## src/rtl/rau_pkg.sv

```systemverilog
// ----------------------------------------------------------------------------
// rau_pkg
// Shared types and constants of the rational arithmetic unit.
// ----------------------------------------------------------------------------
package rau_pkg;
    localparam int WORD_BITS = 32;

    localparam logic [2:0] KIND_ADD = 3'd0;
    localparam logic [2:0] KIND_SUB = 3'd1;
    localparam logic [2:0] KIND_MUL = 3'd2;
    localparam logic [2:0] KIND_DIV = 3'd3;
    localparam logic [2:0] KIND_NRM = 3'd4;
    localparam logic [2:0] KIND_EQU = 3'd5;

    typedef struct packed {
        logic [2:0]         kind;
        logic signed [31:0] left_num;
        logic signed [31:0] left_den;
        logic signed [31:0] right_num;
        logic signed [31:0] right_den;
    } t_req;

    typedef struct packed {
        logic signed [31:0] out_num;
        logic signed [31:0] out_den;
        logic               is_equal;
    } t_res;

    // controller to datapath commands
    typedef struct packed {
        logic load;     // capture request
        logic mul1;     // first products
        logic mul2;     // second products, raw result
        logic setup;    // magnitudes and signs
        logic gcd_step; // one binary gcd step
        logic div_init; // start division by gcd
        logic div_step; // one restoring division bit
        logic finish;   // form result
    } t_cmd;

    // datapath to controller status
    typedef struct packed {
        logic zero;     // raw result is zero over anything or anything over zero
        logic gcd_done;
        logic div_last;
    } t_sts;
endpackage

```

## src/rtl/rational_arith_unit_top.sv

```systemverilog
// ----------------------------------------------------------------------------
// rational_arith_unit_top
// Rational add, subtract, multiply, divide, normalize and equality.
// ----------------------------------------------------------------------------
// usage:
//   a request transfers when i_start is high and o_busy is low; i_req holds
//   the kind and the two fractions. one result per request appears on o_res,
//   flagged by o_valid for exactly one cycle; the receiver cannot stall.
// sequence:
//   products and setup, then the binary gcd loop (one step a cycle), then the
//   shared restoring division of both parts by the gcd, then the result is
//   formed and shown. zero numerator or denominator skips the loops.
// throughput:
//   one request at a time; o_busy falls the cycle the result is shown.
// reset:
//   i_rst_n synchronous active low returns the sequencer to idle and drops
//   o_valid; no request in flight survives.
// ----------------------------------------------------------------------------
module rational_arith_unit_top import rau_pkg::*; (
    input  logic i_clk,
    input  logic i_rst_n,
    input  logic i_start,
    input  t_req i_req,
    output logic o_busy,
    output logic o_valid,
    output t_res o_res
);
    t_cmd cmd;
    t_sts sts;

    rau_ctrl u_ctrl (
        .i_clk(i_clk), .i_rst_n(i_rst_n), .i_start(i_start),
        .i_sts(sts), .o_cmd(cmd), .o_busy(o_busy), .o_valid(o_valid)
    );

    rau_datapath u_dp (
        .i_clk(i_clk), .i_req(i_req), .i_cmd(cmd), .o_sts(sts), .o_res(o_res)
    );
endmodule

```

## src/rtl/rau_datapath.sv

```systemverilog
// ----------------------------------------------------------------------------
// rau_datapath
// Products, binary gcd and two shared-step restoring divisions by the gcd.
// ----------------------------------------------------------------------------
module rau_datapath import rau_pkg::*; (
    input  logic i_clk,
    input  t_req i_req,
    input  t_cmd i_cmd,
    output t_sts o_sts,
    output t_res o_res
);
    localparam int W  = WORD_BITS;
    localparam int CW = $clog2(W + 1);

    logic [2:0]   r_kind;
    logic [W-1:0] r_ln, r_ld, r_rn, r_rd;
    logic [W-1:0] r_p0, r_p1, r_n, r_d;
    logic [W-1:0] r_ga, r_gb, r_g;
    logic [CW-1:0] r_sh, r_cnt;
    logic [W-1:0] r_mn, r_md, r_qn, r_qd, r_remn, r_remd;
    logic         r_neg, r_eq;
    t_res         r_res;

    logic [W-1:0] ma, mb, mc, md_;
    logic [W-1:0] n_qn, n_qd, n_remn, n_remd;
    logic [W:0]   tn, td;

    // operand selection for the two multipliers of each product cycle
    always_comb begin
        ma = r_ln; mb = r_rd; mc = r_rn; md_ = r_ld;
        if (i_cmd.mul2) begin
            ma = r_ld; mb = r_rd; mc = r_ld; md_ = r_rn;
        end
        if (i_cmd.mul1 && r_kind == KIND_MUL) mb = r_rn;
    end

    // one restoring division bit for numerator and denominator
    always_comb begin
        tn = {r_remn, r_qn[W-1]};
        td = {r_remd, r_qd[W-1]};
        n_qn = {r_qn[W-2:0], 1'b0};
        n_qd = {r_qd[W-2:0], 1'b0};
        n_remn = tn[W-1:0];
        n_remd = td[W-1:0];
        if (tn >= {1'b0, r_g}) begin
            n_remn = W'(tn - {1'b0, r_g});
            n_qn[0] = 1'b1;
        end
        if (td >= {1'b0, r_g}) begin
            n_remd = W'(td - {1'b0, r_g});
            n_qd[0] = 1'b1;
        end
    end

    always_ff @(posedge i_clk) begin
        if (i_cmd.load) begin
            r_kind <= i_req.kind;
            r_ln <= i_req.left_num[W-1:0];
            r_ld <= i_req.left_den[W-1:0];
            r_rn <= i_req.right_num[W-1:0];
            r_rd <= i_req.right_den[W-1:0];
            r_eq <= (i_req.kind == KIND_EQU) &&
                    (i_req.left_num[W-1:0] == i_req.right_num[W-1:0]) &&
                    (i_req.left_den[W-1:0] == i_req.right_den[W-1:0]);
        end
        if (i_cmd.mul1) begin
            r_p0 <= W'(ma * mb);
            r_p1 <= W'(mc * md_);
        end
        // raw numerator and denominator
        if (i_cmd.mul2) begin
            case (r_kind)
                KIND_ADD: begin r_n <= W'(r_p0 + r_p1); r_d <= W'(ma * mb); end
                KIND_SUB: begin r_n <= W'(r_p0 - r_p1); r_d <= W'(ma * mb); end
                KIND_MUL: begin r_n <= r_p0;            r_d <= W'(ma * mb); end
                KIND_DIV: begin r_n <= r_p0;            r_d <= W'(mc * md_); end
                KIND_NRM: begin r_n <= r_ln;            r_d <= r_ld; end
                default:  begin r_n <= '0;              r_d <= W'(1); end
            endcase
        end
        if (i_cmd.setup) begin
            r_mn <= r_n[W-1] ? W'(-r_n) : r_n;
            r_md <= r_d[W-1] ? W'(-r_d) : r_d;
            r_ga <= r_n[W-1] ? W'(-r_n) : r_n;
            r_gb <= r_d[W-1] ? W'(-r_d) : r_d;
            r_neg <= r_n[W-1] ^ r_d[W-1];
            r_sh <= '0;
        end
        // binary gcd step
        if (i_cmd.gcd_step) begin
            if (!r_ga[0] && !r_gb[0]) begin
                r_ga <= r_ga >> 1; r_gb <= r_gb >> 1; r_sh <= CW'(r_sh + 1'b1);
            end else if (!r_ga[0]) begin
                r_ga <= r_ga >> 1;
            end else if (!r_gb[0]) begin
                r_gb <= r_gb >> 1;
            end else if (r_ga >= r_gb) begin
                r_ga <= (r_ga - r_gb) >> 1;
            end else begin
                r_gb <= (r_gb - r_ga) >> 1;
            end
        end
        if (i_cmd.div_init) begin
            r_g <= (r_ga | r_gb) << r_sh;
            r_qn <= r_mn; r_qd <= r_md;
            r_remn <= '0; r_remd <= '0;
            r_cnt <= '0;
        end
        if (i_cmd.div_step) begin
            r_qn <= n_qn; r_qd <= n_qd;
            r_remn <= n_remn; r_remd <= n_remd;
            r_cnt <= CW'(r_cnt + 1'b1);
        end
        if (i_cmd.finish) begin
            if (r_n == '0 || r_d == '0) begin
                r_res.out_num <= '0;
                r_res.out_den <= 32'sd1;
            end else begin
                r_res.out_num <= 32'(signed'(r_neg ? W'(-r_qn) : r_qn));
                r_res.out_den <= 32'(signed'(r_qd));
            end
            r_res.is_equal <= r_eq;
        end
    end

    assign o_sts.zero     = (r_n == '0) || (r_d == '0);
    assign o_sts.gcd_done = (r_ga == '0) || (r_gb == '0);
    assign o_sts.div_last = (r_cnt == CW'(W - 1));
    assign o_res = r_res;
endmodule

```

## src/rtl/rau_ctrl.sv

```systemverilog
// ----------------------------------------------------------------------------
// rau_ctrl
// Sequencer: products, gcd loop, division loop, result strobe.
// ----------------------------------------------------------------------------
module rau_ctrl import rau_pkg::*; (
    input  logic i_clk,
    input  logic i_rst_n,
    input  logic i_start,
    input  t_sts i_sts,
    output t_cmd o_cmd,
    output logic o_busy,
    output logic o_valid
);
    localparam logic [2:0] ST_IDLE  = 3'd0;
    localparam logic [2:0] ST_MUL1  = 3'd1;
    localparam logic [2:0] ST_MUL2  = 3'd2;
    localparam logic [2:0] ST_SETUP = 3'd3;
    localparam logic [2:0] ST_GCD   = 3'd4;
    localparam logic [2:0] ST_DIV   = 3'd5;
    localparam logic [2:0] ST_FIN   = 3'd6;

    logic [2:0] r_state, n_state;
    logic       r_valid;

    // next state and commands
    always_comb begin
        n_state = r_state;
        o_cmd = '0;
        case (r_state)
            ST_IDLE: if (i_start) begin
                o_cmd.load = 1'b1; n_state = ST_MUL1;
            end
            ST_MUL1: begin o_cmd.mul1 = 1'b1; n_state = ST_MUL2; end
            ST_MUL2: begin o_cmd.mul2 = 1'b1; n_state = ST_SETUP; end
            ST_SETUP: begin
                if (i_sts.zero) n_state = ST_FIN;
                else begin o_cmd.setup = 1'b1; n_state = ST_GCD; end
            end
            ST_GCD: begin
                if (i_sts.gcd_done) begin
                    o_cmd.div_init = 1'b1; n_state = ST_DIV;
                end else o_cmd.gcd_step = 1'b1;
            end
            ST_DIV: begin
                o_cmd.div_step = 1'b1;
                if (i_sts.div_last) n_state = ST_FIN;
            end
            ST_FIN: begin o_cmd.finish = 1'b1; n_state = ST_IDLE; end
            default: n_state = ST_IDLE;
        endcase
    end

    // state register and result strobe
    always_ff @(posedge i_clk) begin
        if (!i_rst_n) begin
            r_state <= ST_IDLE;
            r_valid <= 1'b0;
        end else begin
            r_state <= n_state;
            r_valid <= o_cmd.finish;
        end
    end

    assign o_busy  = (r_state != ST_IDLE);
    assign o_valid = r_valid;
endmodule

```

## config.mk

```make
export PLATFORM = sky130hd
export DESIGN_NAME = rational_arith_unit_top
export DESIGN_NICKNAME = d
export VERILOG_FILES = /design/src/rtl/rau_pkg.sv /design/src/rtl/rational_arith_unit_top.sv /design/src/rtl/rau_datapath.sv /design/src/rtl/rau_ctrl.sv
export SDC_FILE = /design/constraint.sdc
export NUM_CORES = 2
export LEC_CHECK = 0
export BUFFER_PORTS_ARGS = -buffer_cell sky130_fd_sc_hd__buf_2
export CAP_MARGIN = 10
export CORE_MARGIN = 2
export CORE_UTILIZATION = 40
export DETAILED_ROUTE_END_ITERATION = 8
export GPL_ROUTABILITY_DRIVEN = 1
export GPL_TIMING_DRIVEN = 0
export PLACE_DENSITY = 0.52
export SYNTH_ARGS = -nofsm -noshare
export SYNTH_HDL_FRONTEND = slang
export SYNTH_HIERARCHICAL = 1
export SYNTH_SLANG_ARGS = --single-unit
```

## constraint.sdc

```tcl
create_clock -name i_clk -period 16.6 [get_ports i_clk]
set_input_delay 2.49 -clock i_clk [delete_from_list [all_inputs] [get_ports i_clk]]
set_output_delay 2.49 -clock i_clk [all_outputs]
set_load 0.05 [all_outputs]
```

==> results.cfg <==
[run_status]
status = finished, final reports clean

[clock_network]
root_buffer = clkbuf_16
h-tree-depth = 3
clock_sinks = 630
cts-resized-gates = 0
clk_path_buf_depth = 3
cts_made_buffers = 79
cts_tree = built
path_clk_slew_ns = 0.06
ctsHoldBuffers = 0
clkLatencyLatePin_ns = 0.73
post_cts_buffers = 0

[yosys]
synth_ff_type = edfxtp_1
yosys_warnings = 6
synth.most_common_cell = inv_1
postSynthAreaPerCell_um2 = 9.48
ys_ff_latch = 630
synthAdderAreaFrac_pct = 31.6
synthMuxAreaShare_pct = 4.72
synthArstFlopShare_pct = 0
ys_seq_area_share_pct = 26.1
synth_compound_area_share_pct = 10.6
synth_cell_types = 91
syn_nets = 8734
syn-cell-area_um2 = 69600
synthXorXnorAreaFrac_pct = 6.21
syn_inst = 7337
synth_area_leaders = edfxtp_1 (24%), fa_1 (24%), ha_1 (7.9%), inv_1 (5.8%), nor2_1 (4.8%)
yosys-top-cells-count = inv_1 (1082), nor2_1 (892), fa_1 (821), nand2_1 (708), edfxtp_1 (556)
synthSimpleGateAreaFrac_pct = 13.3
synth_edf_count = 556
yosys.area.top_type = edfxtp_1
synth_top_family_by_area = adder cells
synth_top_area_share_pct = 24.0

[global_route]
grt_pass1_vias = 56300
overflow = 0
grt_max_degree = 68
grtUsageTotal_pct = 31.5
antenna_found_initial = 8
grt_pass1_wl_mm = 404

[drt]
drc_errors = 0
vias = 56000
viasPerCell = 5.57
drt_first_pass_iters = 9
antenna_left = 0
drt_iter0_drc = 5441
wl_per_cell_um = 28.0
drt_wl_total_mm = 282

[floorplan]
die_x_um = 421
die_area_um2 = 177000
die_h_um = 421
rows = 153
start_util_pct = 40.1
core_um2 = 173000
pin_count = 201

[layout]
syn_to_final_growth_pct = 10.4
drive_above_1_share_pct = 7.81
register_area_um2 = 18200
nFillCells = 17100
nets = 9063
multi_input_area_um2 = 46300

[placed_design]
gp_congestion = 0.991
io_buffers = 200
dp_hpwl_mm = 233

[sta]
max_slew_margin_pct = 4.37
worstMarginPinSlew_ns = 1.42
setup_tns_ns = 0
setup_violations = 0
rsz0062_at_grt = no
drv_slew = 0
max_freq_mhz = 74.5
finalCritPeriodShare_pct = 80.9
finalHoldViolCount = 0
skew_ns = 0.0810
layout_min_cycle_time_ns = 13.43

[critical_path]
cp_common_cell = fa_1
critPathLaunchType = register
max_stage_delay_ns = 0.79
crit_arrival_ns = 13.81
slowest_stage = clkbuf_1
crit_type = reg -> reg
setup.worst_path.start = u_ctrl/r_state[0]
crit_path_end_kind = register
cp.required_ns = 16.98
worstPathMaxFanout = 67
reg2reg_from = u_ctrl/r_state[0]

[job]
maxCapViolCount = 0

[min_path]
hold_class = reg -> reg
hold_start = u_dp/r_md[9]
[metal layers]
metal	up-vias	share of wire, %	GRT usage, %
met4	6	6.3	16.8
met1	28000	42	42.5
li1	24800	-	-
met5	-	0.016	0
met3	577	7.3	4.82
met2	2661	44	48.8
[placed cells by master (no fill, tap or decap), types with 70 or more instances in the layout]
cell type | netlist | final
dfxtp_1 | 74 | 74
edfxtp_1 | 556 | 556
nand2_1 | 708 | 708
o21a_1 | 76 | 76
nor2_1 | 892 | 892
inv_1 | 1082 | 1082
fa_1 | 821 | 821
a21oi_1 | 316 | 316
a21o_1 | 70 | 70
clkbuf_16 | 0 | 79
buf_2 | 7 | 209
ha_1 | 442 | 442
mux2_2 | 123 | 123
clkbuf_1 | 244 | 260
nor2b_1 | 78 | 78
xnor2_1 | 334 | 334
o21ai_0 | 220 | 214
xor2_1 | 159 | 159
mux2i_1 | 163 | 156
[flip-flops by register name, summed over array words and instances, names as in the netlist, 3 cells and up]
register	flops
u_dp/r_g	32
u_dp/r_n	32
u_dp/r_d	32
u_dp/r_cnt	6
u_dp/r_rn	32
u_dp/r_remd	32
u_dp/r_p0	32
u_dp/r_ln	32
u_dp/r_qd	32
u_dp/o_res	65
u_dp/r_kind	3
u_dp/r_remn	32
u_dp/r_mn	32
u_dp/r_p1	32
u_dp/r_ld	32
u_dp/r_sh	6
u_dp/r_gb	32
u_ctrl/r_state	3
u_dp/r_qn	32
u_dp/r_md	32
u_dp/r_rd	32
u_dp/r_ga	32
[kinds of logic (layout without fill, tap and decap cells)]
kind of cell | Yosys count | count (layout)
DFF | 630 | 630
AOI/OAI and AO/OA | 1151 | 1151
buffers and inverters | 1381 | 1774
other | 0 | 2
muxes | 298 | 298
and+or+nand+nor | 2121 | 2121
adders and majority gates | 1263 | 1263
xor gates and xnor gates | 493 | 493
[path summary, 6_finish.rpt]
kind,end,slack [ns],cells after the start
setup / recovery,u_dp/r_d[29],3.17,33
hold / removal,u_dp/r_qd[9],0.52,1
setup reg to reg,u_dp/r_d[29],3.17,33
hold reg to reg,u_dp/r_qd[9],0.52,1
[critical path: cells and delay by family (launching register included)]
family / cells / cell delay, ns
buf+inv: 9 / 4.34
fa+ha+maj: 9 / 3.95
compound gates: 11 / 3.10
xor+xnor: 1 / 0.75
simple gates: 3 / 0.48
flops: 1 / 0.33
[cell type report]
type	count	area share [%]
Tap cell	2325	3.79
Buffer	296	1.48
Multi-Input combinational cell	5326	60.2
Antenna cell	2	0.00652
Clock inverter	46	0.700
Sequential cell	630	23.7
Timing Repair Buffer	248	2.09
Clock buffer	99	2.72
Inverter	1085	5.30
[stage by stage]
stage	instances	setup slack (ns)	util, %	instance area [µm²]	hold slack, ns
6_report	10100	3.17	44.3	76800	0.524
5_1_grt	10100	2.62	44.3	76800	0.540
4_1_cts	10100	3.37	44.3	76800	0.521
3_5_place_dp	9906	3.43	42.7	74100	0.532
3_3_place_gp	9862	-3.87	42.4	73500	0.530
2_1_floorplan	7337	2.54	-	69600	0.400
Power is left out: the tool's default activity adds up to more than one toggle a clock period on the data nets, which glitch-free logic cannot reach.
